--- src/hdl/mhi_pkg.sv ---
// shared types, constants and microcode rom for the max heap insert block
package mhi_pkg;

    // default heap capacity
    localparam int DEPTH_DEF = 128;

    // step counter width and step addresses of the microprogram
    localparam int STEP_W = 4;
    localparam logic [STEP_W-1:0] ST_FETCH    = 4'd0;
    localparam logic [STEP_W-1:0] ST_DISPATCH = 4'd1;
    localparam logic [STEP_W-1:0] ST_INS_CHK  = 4'd2;
    localparam logic [STEP_W-1:0] ST_RD_PAR   = 4'd3;
    localparam logic [STEP_W-1:0] ST_CMP      = 4'd4;
    localparam logic [STEP_W-1:0] ST_PLACE    = 4'd5;
    localparam logic [STEP_W-1:0] ST_FULL     = 4'd6;
    localparam logic [STEP_W-1:0] ST_READ     = 4'd7;
    localparam logic [STEP_W-1:0] ST_RD_CAP   = 4'd8;
    localparam logic [STEP_W-1:0] ST_BAD      = 4'd9;
    localparam logic [STEP_W-1:0] ST_EMIT     = 4'd10;

    // command codes carried on s_tuser
    localparam logic CMD_INSERT = 1'b0;
    localparam logic CMD_READ   = 1'b1;

    // result status codes
    localparam logic [1:0] STAT_OK   = 2'd0;
    localparam logic [1:0] STAT_FULL = 2'd1;
    localparam logic [1:0] STAT_BAD  = 2'd2;

    // jump condition select
    typedef enum logic [2:0] {
        C_ALWAYS      = 3'd0,
        C_IN_VALID    = 3'd1,
        C_CMD_READ    = 3'd2,
        C_FULL        = 3'd3,
        C_POS_ROOT    = 3'd4,
        C_PARENT_LESS = 3'd5,
        C_IDX_BAD     = 3'd6,
        C_OUT_FREE    = 3'd7
    } cond_t;

    // datapath status seen by the sequencer
    typedef struct packed {
        logic in_valid;
        logic cmd_read;
        logic full;
        logic pos_root;
        logic parent_less;
        logic idx_bad;
        logic out_free;
    } flags_t;

    // one control word
    typedef struct packed {
        cond_t             cond;
        logic [STEP_W-1:0] target;
        logic              hold;
        logic              in_ready;
        logic              ld_pos;
        logic              rd_parent;
        logic              mv_if_less;
        logic              wr_value;
        logic              inc_count;
        logic              set_full;
        logic              rd_index;
        logic              cap_rdata;
        logic              set_bad;
        logic              emit;
    } ctrl_t;

    // microcode rom: taken jump when cond holds, else hold or fall through
    function automatic ctrl_t ucode(input logic [STEP_W-1:0] step);
        ctrl_t w;
        w = '0;
        unique case (step)
            ST_FETCH: begin
                w.in_ready = 1'b1;
                w.cond     = C_IN_VALID;
                w.target   = ST_DISPATCH;
                w.hold     = 1'b1;
            end
            ST_DISPATCH: begin
                w.cond   = C_CMD_READ;
                w.target = ST_READ;
            end
            ST_INS_CHK: begin
                w.ld_pos = 1'b1;
                w.cond   = C_FULL;
                w.target = ST_FULL;
            end
            ST_RD_PAR: begin
                w.rd_parent = 1'b1;
                w.cond      = C_POS_ROOT;
                w.target    = ST_PLACE;
            end
            ST_CMP: begin
                w.mv_if_less = 1'b1;
                w.cond       = C_PARENT_LESS;
                w.target     = ST_RD_PAR;
            end
            ST_PLACE: begin
                w.wr_value  = 1'b1;
                w.inc_count = 1'b1;
                w.cond      = C_ALWAYS;
                w.target    = ST_EMIT;
            end
            ST_FULL: begin
                w.set_full = 1'b1;
                w.cond     = C_ALWAYS;
                w.target   = ST_EMIT;
            end
            ST_READ: begin
                w.rd_index = 1'b1;
                w.cond     = C_IDX_BAD;
                w.target   = ST_BAD;
            end
            ST_RD_CAP: begin
                w.cap_rdata = 1'b1;
                w.cond      = C_ALWAYS;
                w.target    = ST_EMIT;
            end
            ST_BAD: begin
                w.set_bad = 1'b1;
                w.cond    = C_ALWAYS;
                w.target  = ST_EMIT;
            end
            ST_EMIT: begin
                w.emit   = 1'b1;
                w.cond   = C_OUT_FREE;
                w.target = ST_FETCH;
                w.hold   = 1'b1;
            end
            default: begin
                w.cond   = C_ALWAYS;
                w.target = ST_FETCH;
            end
        endcase
        return w;
    endfunction

endpackage

--- src/hdl/mhi_seq.sv ---
// microcode sequencer: step counter, control rom and conditional jumps
module mhi_seq (
    input  logic            aclk,
    input  logic            aresetn,
    input  mhi_pkg::flags_t flags,
    output mhi_pkg::ctrl_t  ctrl
);

    logic [mhi_pkg::STEP_W-1:0] step_reg;
    logic [mhi_pkg::STEP_W-1:0] step_next;
    logic                       cond_true;

    // control word of the current step
    assign ctrl = mhi_pkg::ucode(step_reg);

    // condition select
    always_comb begin
        unique case (ctrl.cond)
            mhi_pkg::C_ALWAYS:      cond_true = 1'b1;
            mhi_pkg::C_IN_VALID:    cond_true = flags.in_valid;
            mhi_pkg::C_CMD_READ:    cond_true = flags.cmd_read;
            mhi_pkg::C_FULL:        cond_true = flags.full;
            mhi_pkg::C_POS_ROOT:    cond_true = flags.pos_root;
            mhi_pkg::C_PARENT_LESS: cond_true = flags.parent_less;
            mhi_pkg::C_IDX_BAD:     cond_true = flags.idx_bad;
            mhi_pkg::C_OUT_FREE:    cond_true = flags.out_free;
            default:                cond_true = 1'b1;
        endcase
    end

    // next step: jump, hold or fall through
    always_comb begin
        if (cond_true) begin
            step_next = ctrl.target;
        end else if (ctrl.hold) begin
            step_next = step_reg;
        end else begin
            step_next = mhi_pkg::STEP_W'(step_reg + 1'b1);
        end
    end

    // step counter
    always_ff @(posedge aclk) begin
        if (!aresetn) begin
            step_reg <= mhi_pkg::ST_FETCH;
        end else begin
            step_reg <= step_next;
        end
    end

endmodule

--- config.mk ---
export PLATFORM = sky130hd
export DESIGN_NAME = mhi_seq
export DESIGN_NICKNAME = d
export VERILOG_FILES = /design/src/hdl/mhi_pkg.sv /design/src/hdl/mhi_seq.sv
export SDC_FILE = /design/constraint.sdc
export NUM_CORES = 1
export LEC_CHECK = 0
export BUFFER_PORTS_ARGS = -buffer_cell sky130_fd_sc_hd__buf_2
export CORE_AREA = 2 2 42 44
export CTS_CLUSTER_SIZE = 8
export DETAILED_ROUTE_END_ITERATION = 10
export DIE_AREA = 0 0 44 46
export GPL_TIMING_DRIVEN = 0
export HOLD_SLACK_MARGIN = 0.15
export MAX_ROUTING_LAYER = met4
export PLACE_DENSITY_LB_ADDON = 0.12
export SLEW_MARGIN = 20
export SYNTH_ARGS = -nofsm -noshare
export SYNTH_HDL_FRONTEND = slang
export SYNTH_SLANG_ARGS = --single-unit
--- constraint.sdc ---
create_clock -name aclk -period 1.65 [get_ports aclk]
set_input_delay 0.0825 -clock aclk [delete_from_list [all_inputs] [get_ports aclk]]
set_output_delay 0.0825 -clock aclk [all_outputs]
set_load 0.05 [all_outputs]
# Word-level counts from Yosys, hierarchy flattened
# Index checks and enable logic that the tools add are counted.
[word_totals] mem_count=0 inputBits=9 regBits=4 rom_bits=0 latchBits=0 mem_bits_rw=0
[classes] muxes=15 n_reduce_logical=4 bitwise_logic=0 add_sub_neg=1 n_div=0 order_cmp=0 eq_ne=18 mul=0 n_shift=0
[op_table] cell="$pmux 7 s8" count=1
[op_table] cell="$eq 4x3->1 const B" count=4
[op_table] cell="$eq 3x3->1 const B" count=4
[op_table] cell="$eq 4x4->1 const B" count=3
[op_table] cell="$mux 1" count=10
[op_table] cell="$eq 4x2->1 const B" count=2
[op_table] cell="$mux 4" count=2
[op_table] cell="$pmux 1 s8" count=1
[op_table] cell="$eq 3x2->1 const B" count=2
[op_table] cell="$add 4x1->4 const B" count=1
[op_table] cell="$eq 4x1->1 const B" count=1
[op_table] cell="$logic_not 4->1" count=1
[op_table] cell="$reduce_or 4->1" count=1
[op_table] cell="$eq 3x1->1 const B" count=1
[op_table] cell="$logic_not 3->1" count=1
[op_table] cell="$mux 2" count=1
[op_table] cell="$ne 2x1->1 const B" count=1
[op_table] cell="$reduce_or 2->1" count=1

# Longest topological paths before layout
[logic_depth] word_depth=6 ltp_mapped=9 ltp_nobuf=8

# Least setup slack after synthesis
# Ideal clock, no wire load.
[synth_timing] kind="flip-flop to flip-flop" startpoint="reg step_reg[0] (netlist bit)" endpoint="reg step_reg[3] (netlist bit)" arrival_ns=2.263 path_buffers=0 synth_period_minus_slack_ns=2.337 path_stages_with_launch=7 slack_ns=-0.687 path_cell_list="dfxtp_1 -> inv_1 -> ha_1 -> nor3_1 -> o31ai_1 -> nand2_1 -> mux2i_1"
[synth_rtl] element="from (decl)" line="mhi_seq.sv:9" rtl="logic [mhi_pkg::STEP_W-1:0] step_reg;"
[synth_rtl] element="from (signal assigned)" line="mhi_seq.sv:45" rtl="step_reg <= mhi_pkg::ST_FETCH;"
[synth_rtl] element="from (signal assigned)" line="mhi_seq.sv:47" rtl="step_reg <= step_next;"

# Worst setup path after layout
[layout_timing] startpoint="reg step_reg[1] (netlist bit)" endpoint="reg step_reg[3] (netlist bit)"
[layout_between] elab_chain_cells=6 elab_cells_between_ends=28 classes_between="add/sub: 1; eq/ne: 18; mux: 5; reduce/logical: 4"
[layout_lines] element="$eq 4x4->1 / $eq 4x3->1 (equally long branches)" line="mhi_pkg.sv:75" rtl="unique case (step)"
[layout_lines] element="$reduce_or 4->1 (no line)"
[layout_lines] element="$pmux 7 s8" line="mhi_pkg.sv:75"
[layout_lines] element="$eq 3x3->1 (tied with other cells)" line="mhi_seq.sv:18" rtl="unique case (ctrl.cond)"
[layout_lines] element="$pmux 1 s8" line="mhi_seq.sv:18"
[layout_lines] element="$ne 2x1->1 (no line) / $mux 4 (equally long branches)"
# Parallel ways exist; a longest one is shown, timed or not. The select of a mux whose other input is x is not followed.
# A chain may end at the register's enable or synchronous reset.

==> impl_metrics.env <==
export IMPL_syn_avg_cell_area_um2=7.83
export IMPL_startpoint_type="flop"
export IMPL_place_area_um2=870
export IMPL_stdcell_count=128
export IMPL_final_layout_size_suffix_gt1_frac=0.649
export IMPL_violations="setup timing"
export IMPL_met2_length_um=761
export IMPL_start_util=0.359
export IMPL_maxUsedRoutingLayer="met4"
export IMPL_antenna_found_initial=0
export IMPL_dr_pass1_iters=4
export IMPL_yosysWarnings=0
export IMPL_fin_crit_ns=1.69
export IMPL_clk_latency_ns=0.24
export IMPL_syn_to_final_growth_pct=69.5
export IMPL_tightest_slew_ns=0.253
export IMPL_placed_cells=117
export IMPL_die_area_um2=2020
export IMPL_ys_ff_latch=4
export IMPL_synthCells=74
export IMPL_htree_levels=1
export IMPL_largest_register_ffs=4
export IMPL_wl_met1_um=649
export IMPL_arrival_ns=1.81
export IMPL_synth_cell_types=29
export IMPL_die_y_um=46
export IMPL_place_congestion=0.747
export IMPL_final_common_cell="buf_2"
export IMPL_fmax_mhz=592
export IMPL_dp_hpwl_mm=1.11
export IMPL_clkTransAtPathRegs_ns=0.04
export IMPL_root_buffer="clkbuf_4"
export IMPL_slowest_delay_ns=0.36
export IMPL_synth_seq_area_share=0.138
export IMPL_postCtsHoldBufs=0
export IMPL_hp_class="in -> reg"
export IMPL_grt_ovfl_total=0
export IMPL_critPathCaptureType="flop"
export IMPL_worstSetupPathType="reg -> reg"
export IMPL_first_iter_violations=2
export IMPL_rsz0062_at_grt="yes"
export IMPL_finalWirelength_mm=1.53
export IMPL_dr_total_vias=632
export IMPL_fin_crit_sh=1.02
export IMPL_via_per_inst=4.94
export IMPL_syn_area_um2=579
export IMPL_io_buffers=26
export IMPL_finalNetCount=125
export IMPL_grt_first_pass_wirelength_mm=2.43
export IMPL_grtUsageTotal=0.167
export IMPL_drv_slew=0
export IMPL_diodes=0
export IMPL_cp_cell_sequence="buf_4 -> ha_4 -> and2_4 -> o21bai_4 -> mux2i_1 -> mux2_4 -> mux2i_1"
export IMPL_cp_max_fo=5
export IMPL_numCtsBuffers=3
export IMPL_die_w_um=44
export IMPL_path_common_cell="mux2i_1"
export IMPL_hold_viol=0
export IMPL_cts_sinks=4
export IMPL_wl_met3_um=93
export IMPL_layout_common_cells="buf_2, buf_4, mux2i_1"
export IMPL_fin_skew_ns=0.00362
export IMPL_setup_tns_ns=-0.120
export IMPL_slowest_stage="dfxtp_4"
export IMPL_grt_start_max_net_pins=11
export IMPL_drc=0
export IMPL_critPathRequiredTime_ns=1.77
export IMPL_max_cap_viol_count=0
export IMPL_grt_pass1_vias=582
export IMPL_setup_viol=4
export IMPL_coreArea_um2=1610
export IMPL_design_area_um2=982
export IMPL_cts_tree="built"
export IMPL_outcome="complete, but fails checks"
export IMPL_syn_nets=87
export IMPL_pin_count=28
export IMPL_clockBufferDepth=2
export IMPL_postLayoutSetupSlackWorst_ns=-0.0398
export IMPL_ant_nets=0
export IMPL_slew_headroom=0.833
export IMPL_post_drt_wl_per_cell_um=11.9
export IMPL_fp_row_count=15
==> timing repair <==
action / CTS / global route
resized for setup: 7 / 4
pin swaps: 3 / 4
setup endpoints to repair: 6 / 8
buffers inserted: 8 / 0
==> path summary, 6_finish.rpt <==
kind,start,end,slack (ns),cells past startpoint
worst max-delay path,step_reg[1],step_reg[3],-0.04,7
worst min-delay path,aresetn,step_reg[0],0.17,3
worst max register to register,step_reg[1],step_reg[3],-0.04,7
worst min register to register,step_reg[3],step_reg[0],0.72,4
==> Yosys cell counts <==
cell type  n  area (µm²)
a211oi_1   1        7.51
and2_4     1        8.76
xor2_1     1        8.76
and2_2     3        22.5
buf_6      1        11.3
clkbuf_2   1        5.00
nand3b_1   1        7.51
o21ai_0    3        15.0
inv_2      1        3.75
mux2_4     1        15.0
o21bai_4   1        18.8
mux2i_1    9        90.1
o21bai_1   1        7.51
inv_1      4        15.0
nor2_1     5        18.8
ha_1       4        50.1
xnor2_1    2        17.5
nand2b_2   2        17.5
nor3_1     2        10.0
and2_1     7        43.8
mux2_2     1        11.3
o31ai_1    1        7.51
nand3_1    1        5.00
a22oi_1    1        7.51
a21oi_1    3        15.0
dfxtp_1    4        80.1
nor2b_1    1        6.26
buf_4      3        22.5
nand2_1    8        30.0
==> kinds of logic (layout without fill, tap and decap cells) <==
| family | Yosys count | count (layout) | synth area share |
|---|---|---|---|
| adders and majority gates | 4 | 4 | 0.0864 |
| muxes | 11 | 11 | 0.201 |
| xor gates and xnor gates | 3 | 3 | 0.0454 |
| buffers and inverters | 10 | 47 | 0.0993 |
| DFF | 4 | 4 | 0.138 |
| and+or+nand+nor | 31 | 31 | 0.294 |
| AOI/OAI and AO/OA | 11 | 11 | 0.136 |
==> cell type report <==
class                   count  area (µm²)
repair buffers             34         206
flip-flops and latches      4        88.8
inverters                   5        26.3
multi-input cells          60         578
well taps                  17        21.3
plain buffers               4        35.0
fillers                   154         632
clock buffers               4        26.3
==> critical path: cells and delay by family (launching register included) <==
kind	cells	cell delay [ns]
AO/OA/AOI/OAI	1	0.18
buffers and inverters	1	0.14
AND/OR/NAND/NOR	1	0.15
flip-flops	1	0.36
multiplexers	3	0.57
adder cells (fa/ha/maj)	1	0.17
==> per-layer routing <==
metal,vias up,global-route usage
met5,-,-
li1,322,-
met3,2,0.0397
met1,284,0.198
met4,0,0.0182
met2,24,0.294
==> through the flow <==
step | setup slack [ns] | hold slack, ns | utilization
floorplan | -0.0776 | 0.368 | -
finish | -0.0398 | 0.174 | 0.609
detailed placement | -0.208 | 0.409 | 0.539
global route | -0.101 | 0.181 | 0.609
CTS | -0.0655 | 0.153 | 0.599
global placement | -0.150 | 0.401 | 0.539
Power is left out: the tool's default activity adds up to more than one toggle a clock period on the data nets, which glitch-free logic cannot reach.
